--- src/hdl/smva_pkg.sv ---
// ----------------------------------------------------------------------------
// smva_pkg
// Shared widths, codes and types of the sparse matrix-vector accumulate block.
// ----------------------------------------------------------------------------
package smva_pkg;

  // sizing
  localparam int VERTICES    = 1024;
  localparam int WEIGHT_BITS = 16;
  localparam int ADDR_W      = (VERTICES > 1) ? $clog2(VERTICES) : 1;
  localparam int IDX_W       = 10;
  localparam int SRC_W       = 32;
  localparam int ACC_W       = 48;
  localparam int PROD_W      = SRC_W + WEIGHT_BITS;
  localparam int SUM_W       = ((PROD_W > ACC_W) ? PROD_W : ACC_W) + 1;

  // request modes
  typedef enum logic [1:0] {
    MODE_LOAD = 2'd0,
    MODE_EDGE = 2'd1,
    MODE_READ = 2'd2
  } mode_t;

  // controller states
  typedef enum logic [1:0] {
    ST_CLEAR,
    ST_IDLE,
    ST_FETCH,
    ST_ACCUM
  } state_t;

  // one accumulator entry with its saturation flag
  typedef struct packed {
    logic             sat;
    logic [ACC_W-1:0] value;
  } acc_word_t;

  localparam int ACC_WORD_W = $bits(acc_word_t);

  // status from datapath to controller
  typedef struct packed {
    logic go_edge;
    logic go_read;
    logic item_read;
    logic out_free;
  } stat_t;

  // controls from controller to datapath
  typedef struct packed {
    logic              in_stall;
    logic              clear_we;
    logic [ADDR_W-1:0] clr_addr;
    logic              mul_en;
    logic              out_load;
    logic              commit;
  } ctrl_t;

  // index lies inside the vertex range
  function automatic logic idx_ok(input logic [IDX_W-1:0] idx);
    return (32'(idx) < VERTICES);
  endfunction

endpackage

--- src/hdl/smva_ctrl.sv ---
// ----------------------------------------------------------------------------
// smva_ctrl
// Sequencer: clearing pass after reset, then fetch, multiply and commit, or read-out and clear.
// ----------------------------------------------------------------------------
module smva_ctrl import smva_pkg::*; (
  input  logic  clk,
  input  logic  rst_n,
  input  stat_t stat,
  output ctrl_t ctrl
);

  state_t            state_r, state_nxt;
  logic [ADDR_W-1:0] clr_addr_r, clr_addr_nxt;
  logic              clr_last;

  assign clr_last = (clr_addr_r == ADDR_W'(VERTICES - 1));

  // state and clear counter registers
  always_ff @(posedge clk) begin
    if (!rst_n) begin
      state_r    <= ST_CLEAR;
      clr_addr_r <= '0;
    end else begin
      state_r    <= state_nxt;
      clr_addr_r <= clr_addr_nxt;
    end
  end

  // next state
  always_comb begin
    state_nxt    = state_r;
    clr_addr_nxt = clr_addr_r;
    unique case (state_r)
      ST_CLEAR: begin
        clr_addr_nxt = clr_addr_r + 1'b1;
        if (clr_last) begin
          state_nxt = ST_IDLE;
        end
      end
      ST_IDLE: begin
        if (stat.go_edge || stat.go_read) begin
          state_nxt = ST_FETCH;
        end
      end
      ST_FETCH: begin
        if (!stat.item_read) begin
          state_nxt = ST_ACCUM;
        end else if (stat.out_free) begin
          state_nxt = ST_IDLE;
        end
      end
      ST_ACCUM: begin
        state_nxt = ST_IDLE;
      end
      default: begin
        state_nxt = ST_CLEAR;
      end
    endcase
  end

  // outputs
  always_comb begin
    ctrl.in_stall = (state_r != ST_IDLE);
    ctrl.clear_we = (state_r == ST_CLEAR);
    ctrl.clr_addr = clr_addr_r;
    ctrl.mul_en   = (state_r == ST_FETCH) && !stat.item_read;
    ctrl.out_load = (state_r == ST_FETCH) && stat.item_read && stat.out_free;
    ctrl.commit   = (state_r == ST_ACCUM);
  end

endmodule

--- config.mk ---
export PLATFORM = sky130hd
export DESIGN_NAME = smva_ctrl
export DESIGN_NICKNAME = d
export VERILOG_FILES = /design/src/hdl/smva_pkg.sv /design/src/hdl/smva_ctrl.sv
export SDC_FILE = /design/constraint.sdc
export NUM_CORES = 1
export LEC_CHECK = 0
export BUFFER_PORTS_ARGS = -buffer_cell sky130_fd_sc_hd__buf_2
export CAP_MARGIN = 10
export CORE_MARGIN = 10
export CORE_UTILIZATION = 45
export CTS_CLUSTER_SIZE = 8
export DETAILED_ROUTE_END_ITERATION = 8
export GPL_ROUTABILITY_DRIVEN = 0
export PLACE_DENSITY_LB_ADDON = 0.05
export SLEW_MARGIN = 20
export SYNTH_ARGS = -nofsm -noshare
export SYNTH_HDL_FRONTEND = slang
export SYNTH_SLANG_ARGS = --single-unit
--- constraint.sdc ---
create_clock -name clk -period 4.5 [get_ports clk]
set_clock_uncertainty 0.2 [all_clocks]
set_input_delay 0.45 -clock clk [delete_from_list [all_inputs] [get_ports clk]]
set_output_delay 0.45 -clock clk [all_outputs]
set_load 0.05 [all_outputs]
* After elaboration in Yosys (flattened, before gate mapping)
Index checks and enable logic that the tools add are counted.
** Word-level totals
- Bits in registers :: 12
- Input port bits :: 6
- Output and inout port bits :: 15
** Cells by class
- Add/subtract/negate cells :: 1
- Eq/ne operators :: 8
- Muxes and demuxes :: 5
- Reduce and logical (&&, ||, !) cells :: 7
** Operator list (count)
- adder 10 x 1 -> 10 bit (second input constant) :: 1
- == test 10 bit (second input constant) :: 1
- 2-to-1 mux 2 bit :: 4
- one-hot mux 2 bit (4 select lines) :: 1
- == test 2 bit (second input constant) :: 2
- != test 2 x 1 -> 1 bit (second input constant) :: 2
- logical AND 1 bit :: 3
- != test 3 bit (second input constant) :: 1
- AND reduction 3 bit :: 1
- == test 2 x 1 -> 1 bit (second input constant) :: 1
- logical NOT 2 bit :: 1
- != test 2 bit (second input constant) :: 1
- logical NOT 1 bit :: 1
- logical OR 1 bit :: 1

* Depth between registers and ports, before layout
- Word-level depth :: 3
- Depth in mapped cells :: 7

* Least setup slack after synthesis
Ideal clock, no wire load.
- Kind :: reg2reg
- Start point :: reg state_r[0]
- End point :: reg clr_addr_r[9]
- Arrival time :: 1.769 ns
- Required time :: 4.185 ns
- Setup slack :: 2.416 ns
- Stages on the path, launching flop included :: 8
- Path buffers :: 1
- Path through :: dfxtp_1 -> inv_1 -> ha_1 -> buf_2 -> nand4_2 -> nor3_1 -> xor2_1 -> and2_1
** RTL lines
- from (decl) :: line smva_ctrl.sv:12 : state_t state_r, state_nxt;
- from (signal assigned) :: line smva_ctrl.sv:24 : state_r <= state_nxt;
- to (signal assigned) :: line smva_ctrl.sv:25 : clr_addr_r <= clr_addr_nxt;
- to (decl) :: line smva_ctrl.sv:13 : logic [ADDR_W-1:0] clr_addr_r, clr_addr_nxt;

==> summary.md <==
| Metric | Value |
|---|---|
| First-pass DRT Iterations | `4` |
| WHS Path Cells | `2` |
| I/O pins | `21` |
| Clock latency on the worst-skew pair | `260 ps` |
| Final period utilization | `45.8%` |
| Clock buffer depth | `2` |
| FF+latch count, synth | `12` |
| Synthesized area | `642 µm²` |
| Gr ovfl total | `0` |
| Syn nets | `80` |
| Fin crit period | `2060 ps` |
| Design Area, Final | `767 µm²` |
| Final setup viols | `0` |
| CP endpoint kind | `output pin` |
| Placed insts | `101` |
| Worst-case vdd ir drop | `0.173 mV` |
| Avg WL per Cell | `13.1 µm` |
| Slew margin rel. | `64.9%` |
| Post-DRT Antenna Nets | `0` |
| Reg2Reg Depth | `6` |
| Die Wd | `57.8 µm` |
| ANT cells | `0` |
| Global-route wire length before repair | `2.20 mm` |
| TritonCTS clock tree | `yes` |
| Critical Path Start Type | `flip-flop` |
| Fin. Hold Viols | `0` |
| Fin nets | `102` |
| Most frequent cells in the layout | `buf_2, dfxtp_1, and2_1, nand2_1, ha_1` |
| Core ar. | `1320 µm²` |
| Hold Path Origin | `state_r[1]` |
| # Max-Cap Violations | `0` |
| Most common cell after layout, fill and taps aside | `buf_2` |
| Antenna violations before repair | `0` |
| Outcome | `finished clean` |
| Drt total wl | `1.36 mm` |
| H-tree depth | `1` |
| Non-filler cells, final | `104` |
| Synthesis Warnings | `0` |
| Unrepaired setup endpoints after global routing | `false` |
| Proportion of layout cells with a drive suffix above 1 | `28.1%` |
| Port buffer count | `20` |
| Hold Worst Slack | `309 ps` |
| Clock slew at reported path FFs | `70 ps` |
| Data arrival, critical path | `1410 ps` |
| Slew @ Worst Pin | `518 ps` |
| Post-CTS Resized | `0` |
| Total power | `0.194 mW` |
| Row cnt | `13` |
| Vias in the first global route | `492` |
| Hold Path Class | `flip-flop to flip-flop` |
| WS Path Type | `flip-flop to output pin` |
| Worst EP required | `3850 ps` |
| DP HPWL | `1.09 mm` |
| Die area | `3340 µm²` |
| Power per standard cell area | `253 nW/µm²` |
| Fillers | `122` |
| Post-place setup slack | `2620 ps` |
| Crit Path Max Fanout | `9` |
| Final Core Density | `58.2%` |
| Syn-to-layout area delta | `19.5%` |
| Critical Path Source | `state_r[0]` |
| Clock tree sinks | `12` |
| Netlist cell types | `25` |
| Hold-fix buffers, CTS | `0` |
| Die Y | `57.8 µm` |
| Remaining DRCs | `0` |
| Final setup margin | `2440 ps` |
| Starting DRT DRC Count | `3` |
| Starting density of the core | `48.7%` |
| Post CTS Setup Buffer Count | `0` |
| R2r startpoint | `state_r[0]` |
| Synth Instances | `69` |
| CTS root buffer | `clkbuf_4` |
| Pin count of the biggest net entering global routing | `15` |
| Pleak | `0.400 nW` |
| Via count | `524` |
| Final TNS setup | `0 ps` |
| Total CTS buffers | `3` |
| Total GRT Usage | `8.17%` |
| Register area share after synthesis | `37.4%` |
| Max frequency | `485 MHz` |
| Drt via density | `5.04` |
| Syn avg cell area | `9.30 µm²` |
| Fin. max-slew vios | `0` |
| DP Area | `744 µm²` |
critical path, stage by stage (launching register included):
cell	delay (ps)
dfxtp_1	340
inv_1	90
ha_1	370
buf_2	340
synthesized netlist by cell type:
master	n	area (µm²)
a21boi_0	1	7.51
a21boi_1	1	7.51
and2_1	7	43.8
and3_1	2	12.5
buf_2	1	5.00
buf_4	1	7.51
clkbuf_1	1	3.75
dfxtp_1	12	240
ha_1	5	62.6
inv_1	4	15.0
mux2i_1	3	30.0
nand2_1	7	26.3
nand3_1	1	5.00
nand3b_1	1	7.51
nand4_1	2	12.5
nand4_2	2	25.0
nor2b_1	2	12.5
nor3_1	2	10.0
o211ai_1	1	7.51
o21ai_0	2	10.0
o311ai_1	1	8.76
o31ai_1	1	7.51
or3_1	2	12.5
xnor2_1	4	35.0
xor2_1	3	26.3
cell type report:
| class | instances | area (µm²) | area share (%) |
|---|---|---|---|
| flip-flops and latches | 12 | 240 | 31.3 |
| multi-input cells | 50 | 370 | 48.3 |
| inverters | 4 | 15.0 | 1.96 |
| clock buffers | 3 | 22.5 | 2.94 |
| well taps | 15 | 18.8 | 2.45 |
| repair buffers | 20 | 100 | 13.1 |
power breakdown:
| group | internal, mW | total (mW) | switching (mW) |
|---|---|---|---|
| logic | 0.00669 | 0.0200 | 0.0133 |
| registers | 0.108 | 0.111 | 0.00299 |
| clock network | 0.0309 | 0.0628 | 0.0319 |
path summary, 6_finish.rpt:
| check | end | slack (ps) |
|---|---|---|
| worst min-delay path | state_r[1] | 310 |
| worst max-delay path | ctrl[13] | 2440 |
| worst min register to register | state_r[1] | 310 |
| worst max register to register | clr_addr_r[9] | 2620 |
layer usage:
layer	GRT usage, %	vias up	routed length [µm]
met5	0	-	0
met4	2.01	0	7
met3	6.10	2	128
met2	12.4	13	583
met1	8.82	236	642
li1	-	273	-
sequential cells by signal, indices dropped and copies added (netlist names):
signal and count:
clr_addr_r 10, state_r 2
logic make-up (layout without fill, tap and decap cells):
logic type               count (synthesis)  in the layout  synth area share [%]
multiplexers                             3              3                  4.68
AO/OA/AOI/OAI                            7              7                  7.60
XOR/XNOR                                 7              7                  9.55
AND/OR/NAND/NOR                         28             28                  26.1
adder cells (fa/ha/maj)                  5              5                  9.75
flip-flops                              12             12                  37.4
buffers and inverters                    7             27                  4.87
Note: power is estimated with default switching activity, not from simulation.
