===== src/hdl/smva_pkg.sv =====
// ----------------------------------------------------------------------------
// smva_pkg
// Shared widths, codes and types of the sparse matrix-vector accumulate block.
// ----------------------------------------------------------------------------
package smva_pkg;

  // sizing
  localparam int VERTICES    = 1024;
  localparam int WEIGHT_BITS = 16;
  localparam int ADDR_W      = (VERTICES > 1) ? $clog2(VERTICES) : 1;
  localparam int IDX_W       = 10;
  localparam int SRC_W       = 32;
  localparam int ACC_W       = 48;
  localparam int PROD_W      = SRC_W + WEIGHT_BITS;
  localparam int SUM_W       = ((PROD_W > ACC_W) ? PROD_W : ACC_W) + 1;

  // request modes
  typedef enum logic [1:0] {
    MODE_LOAD = 2'd0,
    MODE_EDGE = 2'd1,
    MODE_READ = 2'd2
  } mode_t;

  // controller states
  typedef enum logic [1:0] {
    ST_CLEAR,
    ST_IDLE,
    ST_FETCH,
    ST_ACCUM
  } state_t;

  // one accumulator entry with its saturation flag
  typedef struct packed {
    logic             sat;
    logic [ACC_W-1:0] value;
  } acc_word_t;

  localparam int ACC_WORD_W = $bits(acc_word_t);

  // status from datapath to controller
  typedef struct packed {
    logic go_edge;
    logic go_read;
    logic item_read;
    logic out_free;
  } stat_t;

  // controls from controller to datapath
  typedef struct packed {
    logic              in_stall;
    logic              clear_we;
    logic [ADDR_W-1:0] clr_addr;
    logic              mul_en;
    logic              out_load;
    logic              commit;
  } ctrl_t;

  // index lies inside the vertex range
  function automatic logic idx_ok(input logic [IDX_W-1:0] idx);
    return (32'(idx) < VERTICES);
  endfunction

endpackage


===== src/hdl/smva_mac.sv =====
// ----------------------------------------------------------------------------
// smva_mac
// Weight multiply with registered product, then saturating accumulate.
// ----------------------------------------------------------------------------
module smva_mac import smva_pkg::*; (
  input  logic                          clk,
  input  logic                          mul_en,
  input  logic signed [SRC_W-1:0]       src_value,
  input  logic signed [WEIGHT_BITS-1:0] weight,
  input  acc_word_t                     acc_in,
  output acc_word_t                     acc_out
);

  logic signed [PROD_W-1:0] prod_r;
  logic [SUM_W-1:0]         sum;
  logic [SUM_W-2:ACC_W-1]   sum_hi;
  logic                     ovf_pos;
  logic                     ovf_neg;

  // product register
  always_ff @(posedge clk) begin
    if (mul_en) begin
      prod_r <= src_value * weight;
    end
  end

  // exact sum, then clamp to the accumulator range
  always_comb begin
    sum     = {{(SUM_W-ACC_W){acc_in.value[ACC_W-1]}}, acc_in.value}
            + {{(SUM_W-PROD_W){prod_r[PROD_W-1]}}, prod_r};
    sum_hi  = sum[SUM_W-2:ACC_W-1];
    ovf_pos = !sum[SUM_W-1] && (|sum_hi);
    ovf_neg = sum[SUM_W-1] && !(&sum_hi);
    acc_out.sat = acc_in.sat | ovf_pos | ovf_neg;
    priority if (ovf_pos) begin
      acc_out.value = {1'b0, {(ACC_W-1){1'b1}}};
    end else if (ovf_neg) begin
      acc_out.value = {1'b1, {(ACC_W-1){1'b0}}};
    end else begin
      acc_out.value = sum[ACC_W-1:0];
    end
  end

endmodule


===== config.mk =====
export PLATFORM = sky130hd
export DESIGN_NAME = smva_mac
export DESIGN_NICKNAME = d
export VERILOG_FILES = /design/src/hdl/smva_pkg.sv /design/src/hdl/smva_mac.sv
export SDC_FILE = /design/constraint.sdc
export NUM_CORES = 2
export LEC_CHECK = 0
export ABC_AREA = 1
export BUFFER_PORTS_ARGS = -buffer_cell sky130_fd_sc_hd__buf_2
export CAP_MARGIN = 20
export CORE_MARGIN = 2
export CORE_UTILIZATION = 51
export CTS_CLUSTER_DIAMETER = 80
export DETAILED_ROUTE_END_ITERATION = 12
export PLACE_DENSITY = 0.69
export REMOVE_ABC_BUFFERS = 1
export SKIP_LAST_GASP = 1
export SLEW_MARGIN = 20
export SYNTH_ARGS = -nofsm -noshare
export SYNTH_HDL_FRONTEND = slang
export SYNTH_SLANG_ARGS = --single-unit

===== constraint.sdc =====
create_clock -name clk -period 8 [get_ports clk]
set_input_delay 1.6 -clock clk [delete_from_list [all_inputs] [get_ports clk]]
set_output_delay 1.6 -clock clk [all_outputs]
set_load 0.02 [all_outputs]

== Yosys cells after proc, flatten, opt, wreduce, memory -nomap -nowiden ==
Index checks and enable logic that the tools add are counted.
Operators by class
  reductions and logical operators: 4
  shift-type cells: 0
  muxes and demuxes: 2
  equal/unequal tests: 0
  add/sub/neg operators: 1
  $lt $le $gt $ge: 0
  divide/modulo/power cells: 0
  multiply operators: 1
  bitwise logic cells: 2
Operators by type and width (number)
  48-bit 2-to-1 mux: 2
  48-bit by 48-bit adder with 49-bit output: 1
  32-bit by 16-bit multiplier with 48-bit output: 1
  1-bit logical AND: 2
  1-bit zero test: 2
  1-bit OR: 2
Word-level totals
  bits in latches: 0
  bits in read-only memories: 0
  register bits: 48
  memories kept: 0
  output and inout port bits: 49
  input bits: 99
  logic and storage cells: 11
  bits in writable memories: 0

== Logic depth before layout (Yosys ltp) ==
  word-level depth: 5
  mapped depth: 27
  depth with buffers taken out: 25

== Least setup slack after synthesis ==
No wires, ideal clock.
  path type: input to register
  start: input port src_value[31]
  end: register prod_r[47] (data pin)
  slack: 1.132 ns
  cell stages on the path: 20
  path buffers: 1
  required time: 7.748 ns
  setup time: 0.252 ns
  arrival: 6.616 ns
  cell sequence: clkbuf_1 > nand2_1 > fa_1 > inv_1 > fa_1 > inv_1 > fa_1 > fa_1 > fa_1 > fa_1 > inv_1 > ha_1 > a21oi_1 > o21ai_0 > a21oi_1 > nor2_1 > a211oi_1 > nand2_1 > nand2_1 > nand2_1
On the way
  word-level cells in the longest chain between the ends: 1
RTL lines
  start: declaration: line smva_mac.sv:8  | input logic signed [SRC_W-1:0] src_value,
  32-bit by 16-bit multiplier with 48-bit output: line smva_mac.sv:23  | prod_r <= src_value * weight;
  end signal: assignment: line smva_mac.sv:23
  end: declaration: line smva_mac.sv:14  | logic signed [PROD_W-1:0] prod_r;
Every way passes these cells.
A chain may end at the register's enable or synchronous reset.

== Worst setup path after layout ==
  start: input port weight[1]
  end: register prod_r[31] (data pin)
On the way
  word-level cells in the longest chain between the ends: 1
RTL lines
  start: declaration: line smva_mac.sv:9  | input logic signed [WEIGHT_BITS-1:0] weight,
  32-bit by 16-bit multiplier with 48-bit output: line smva_mac.sv:23
Every way passes these cells.

==> impl_metrics.tcl <==
set metrics [dict create \
    grt_pass1_vias 22210 \
    grt_overflow_total 0 \
    numPortBuffers 147 \
    diodes 0 \
    yosysUniqueCellTypes 35 \
    synthCells 3510 \
    coreArea_um2 47950 \
    clk_pin_slew_worst_paths_ns 0.07 \
    row_count 80 \
    first_iter_violations 1480 \
    fillers 4758 \
    clock_path_buffers 2 \
    routed_wl_mm 68.48 \
    antenna_found_initial 0 \
    grt_pass1_wl_mm 113.4 \
    max_cap_viol_count 0 \
    die_height_um 224.9 \
    drv_slew 0 \
    io_pins 148 \
    nNetsFinal 4320 \
    seq_area_frac_synth_pct 5.790 \
    top_register "prod_r" \
    dr.pass1.iters 6 \
    synth.area.mux_share_pct 0 \
    max_freq_ghz 0.1326 \
    drc 0 \
    min_delay_path_depth 3 \
    arrival_ns 7.60 \
    synth_compound_area_share_pct 4.257 \
    reg.largest.list "prod_r x48" \
    cts_max_level 2 \
    final_cells 4188 \
    cp-end-kind "flip-flop" \
    synth-xor-area-share_pct 2.779 \
    grt_max_degree 49 \
    vias_per_cell 5.081 \
    ys_ff_latch 48 \
    numCtsBuffers 5 \
    die-area_um2 50600 \
    setup-tns-final_ns 0 \
    relSlewSlack_pct 33.34 \
    cp_data_required_time_ns 8.06 \
    critPathKind "in -> reg" \
    ys_warn_count 0 \
    largest_register_ff_count 48 \
    fin_crit_sh_pct 94.26 \
    syn_area_per_cell_um2 7.092 \
    drive_above_1_share_pct 6.689 \
    worst_pin_slew_ns 0.9964 \
    cts_root_buffer "clkbuf_16" \
    outcome "complete, no violations" \
    synth.cell_area_um2 24890 \
    fp.dieW_um 224.9 \
    dp.cells 4180 \
    grt_use_total_pct 28.45 \
    clock-sinks 48 \
    cts_resized 0 \
    rsz0062_at_grt "false" \
    critPathLaunchType "input port" \
    finalCriticalPeriod_ns 7.541 \
    hold_viol_final 0 \
    start_util_pct 51.92 \
    worstPathMaxFanout 32 \
    finalWeightedCongestion 1.005 \
    synth_top_family_by_area "adder cells" \
    worstHoldPathType "in -> reg" \
    finalSetupViolCount 0 \
    cts_tree "built" \
    place_hpwl_mm 58.18 \
    syn2layout_area_growth_pct 5.675 \
    synthSimpleGateAreaFrac_pct 22.61 \
    wire_per_inst_um 16.35 \
    detail-route-antenna-nets 0 \
    synth_adder_area_share_pct 47.31 \
    ctsHoldBuffers 0 \
    vias 21280 \
    postCtsSetupBuffers 0 \
]
## cell usage in the layout, fill, tap and decap left out, drive strengths merged
cell / count
o211ai: 2
a21oi: 114
xor2: 55
a21boi: 4
xnor2: 24
nor3: 9
o21a: 2
a21o: 8
o21bai: 13
bufinv: 1
fa: 487
a211oi: 1
or2: 5
ha: 162
nand4: 27
and2: 3
clkinv: 1
nand3: 72
clkbuf: 5
nor4: 1
nor2: 223
o21ai: 50
a31oi: 1
buf: 171
nand3b: 2
clkinvlp: 1
edfxtp: 48
and3: 2
nand2: 1062
inv: 1017
## worst paths after layout
kind	start	endpoint
setup / recovery	weight[1]	prod_r[31]$_DFFE_PP_
hold / removal	src_value[0]	prod_r[0]$_DFFE_PP_
## per-layer routing
metal	vias up	GRT usage (%)	part of all wire [%]
met5	-	0	0
met4	0	7.947	2.8
met3	117	3.664	7.7
met2	805	48.01	47
met1	10260	38.62	42
li1	10100	-	-
## worst max-delay path, stage by stage
cell     delay, ns
buf_2         0.60
nand2_1       0.17
fa_1          0.57
inv_1         0.05
fa_1          0.53
inv_1         0.05
fa_1          0.52
inv_1         0.06
fa_1          0.49
fa_1          0.49
inv_1         0.05
fa_1          0.47
inv_1         0.04
ha_1          0.39
nand2_1       0.13
nor2_1        0.24
inv_1         0.10
nor2_1        0.15
and3_1        0.17
nand2_1       0.07
nand3_1       0.26
xor2_1        0.40
## cells by family after synthesis
kind of cell	Yosys count
simple gates	1406
buf+inv	1133
fa+ha+maj	649
compound gates	195
xor+xnor	79
flops	48
## layout make-up
type | instances | area (µm²) | share of cell area [%]
Tap cell | 615 | 769.5 | 2.925
Multi-Input combinational cell | 2329 | 19160 | 72.82
Inverter | 1017 | 3817 | 14.51
Sequential cell | 48 | 1441 | 5.479
Clock inverter | 3 | 42.54 | 0.1617
Clock buffer | 5 | 125.1 | 0.4756
Timing Repair Buffer | 171 | 953.4 | 3.624
## metrics by stage
stage,cell area (µm²),worst slack [ns],hold WS (ns),util (%)
floorplan,24420,1.305,1.713,-
global placement,26140,0.2700,2.157,54.52
detailed placement,26140,0.2321,2.156,54.52
CTS,26310,0.5317,1.843,54.87
global route,26310,0.2964,1.870,54.87
finish,26310,0.4594,1.861,54.87
## synth_stat cells
master | count | area [µm²]
inv_1 | 1009 | 3787
clkbuf_1 | 106 | 397.9
and3_1 | 2 | 12.51
a21boi_0 | 4 | 30.03
a31oi_1 | 1 | 6.260
nand2_2 | 30 | 187.7
ha_1 | 162 | 2027
nor2_2 | 6 | 37.54
nor2_1 | 212 | 795.8
o21a_1 | 2 | 15.01
nor3_1 | 9 | 45.04
edfxtp_1 | 48 | 1441
nand3_1 | 68 | 340.3
o211ai_1 | 2 | 15.01
nand3_2 | 4 | 40.04
a211oi_1 | 1 | 7.510
or2_2 | 5 | 31.28
nor2_4 | 5 | 56.30
buf_2 | 4 | 20.02
buf_4 | 2 | 15.01
and2_1 | 3 | 18.77
o21ai_0 | 50 | 250.2
o21bai_1 | 13 | 97.59
buf_6 | 4 | 45.04
a21oi_1 | 112 | 560.5
nand2_1 | 1032 | 3874
xnor2_1 | 24 | 210.2
nand4_1 | 27 | 168.9
fa_1 | 487 | 9749
a21o_1 | 8 | 60.06
a21oi_2 | 2 | 17.52
nand3b_1 | 2 | 15.01
inv_2 | 8 | 30.03
nor4_1 | 1 | 6.260
xor2_1 | 55 | 481.7
Power is left out: the tool's default activity adds up to more than one toggle a clock period on the data nets, which glitch-free logic cannot reach.
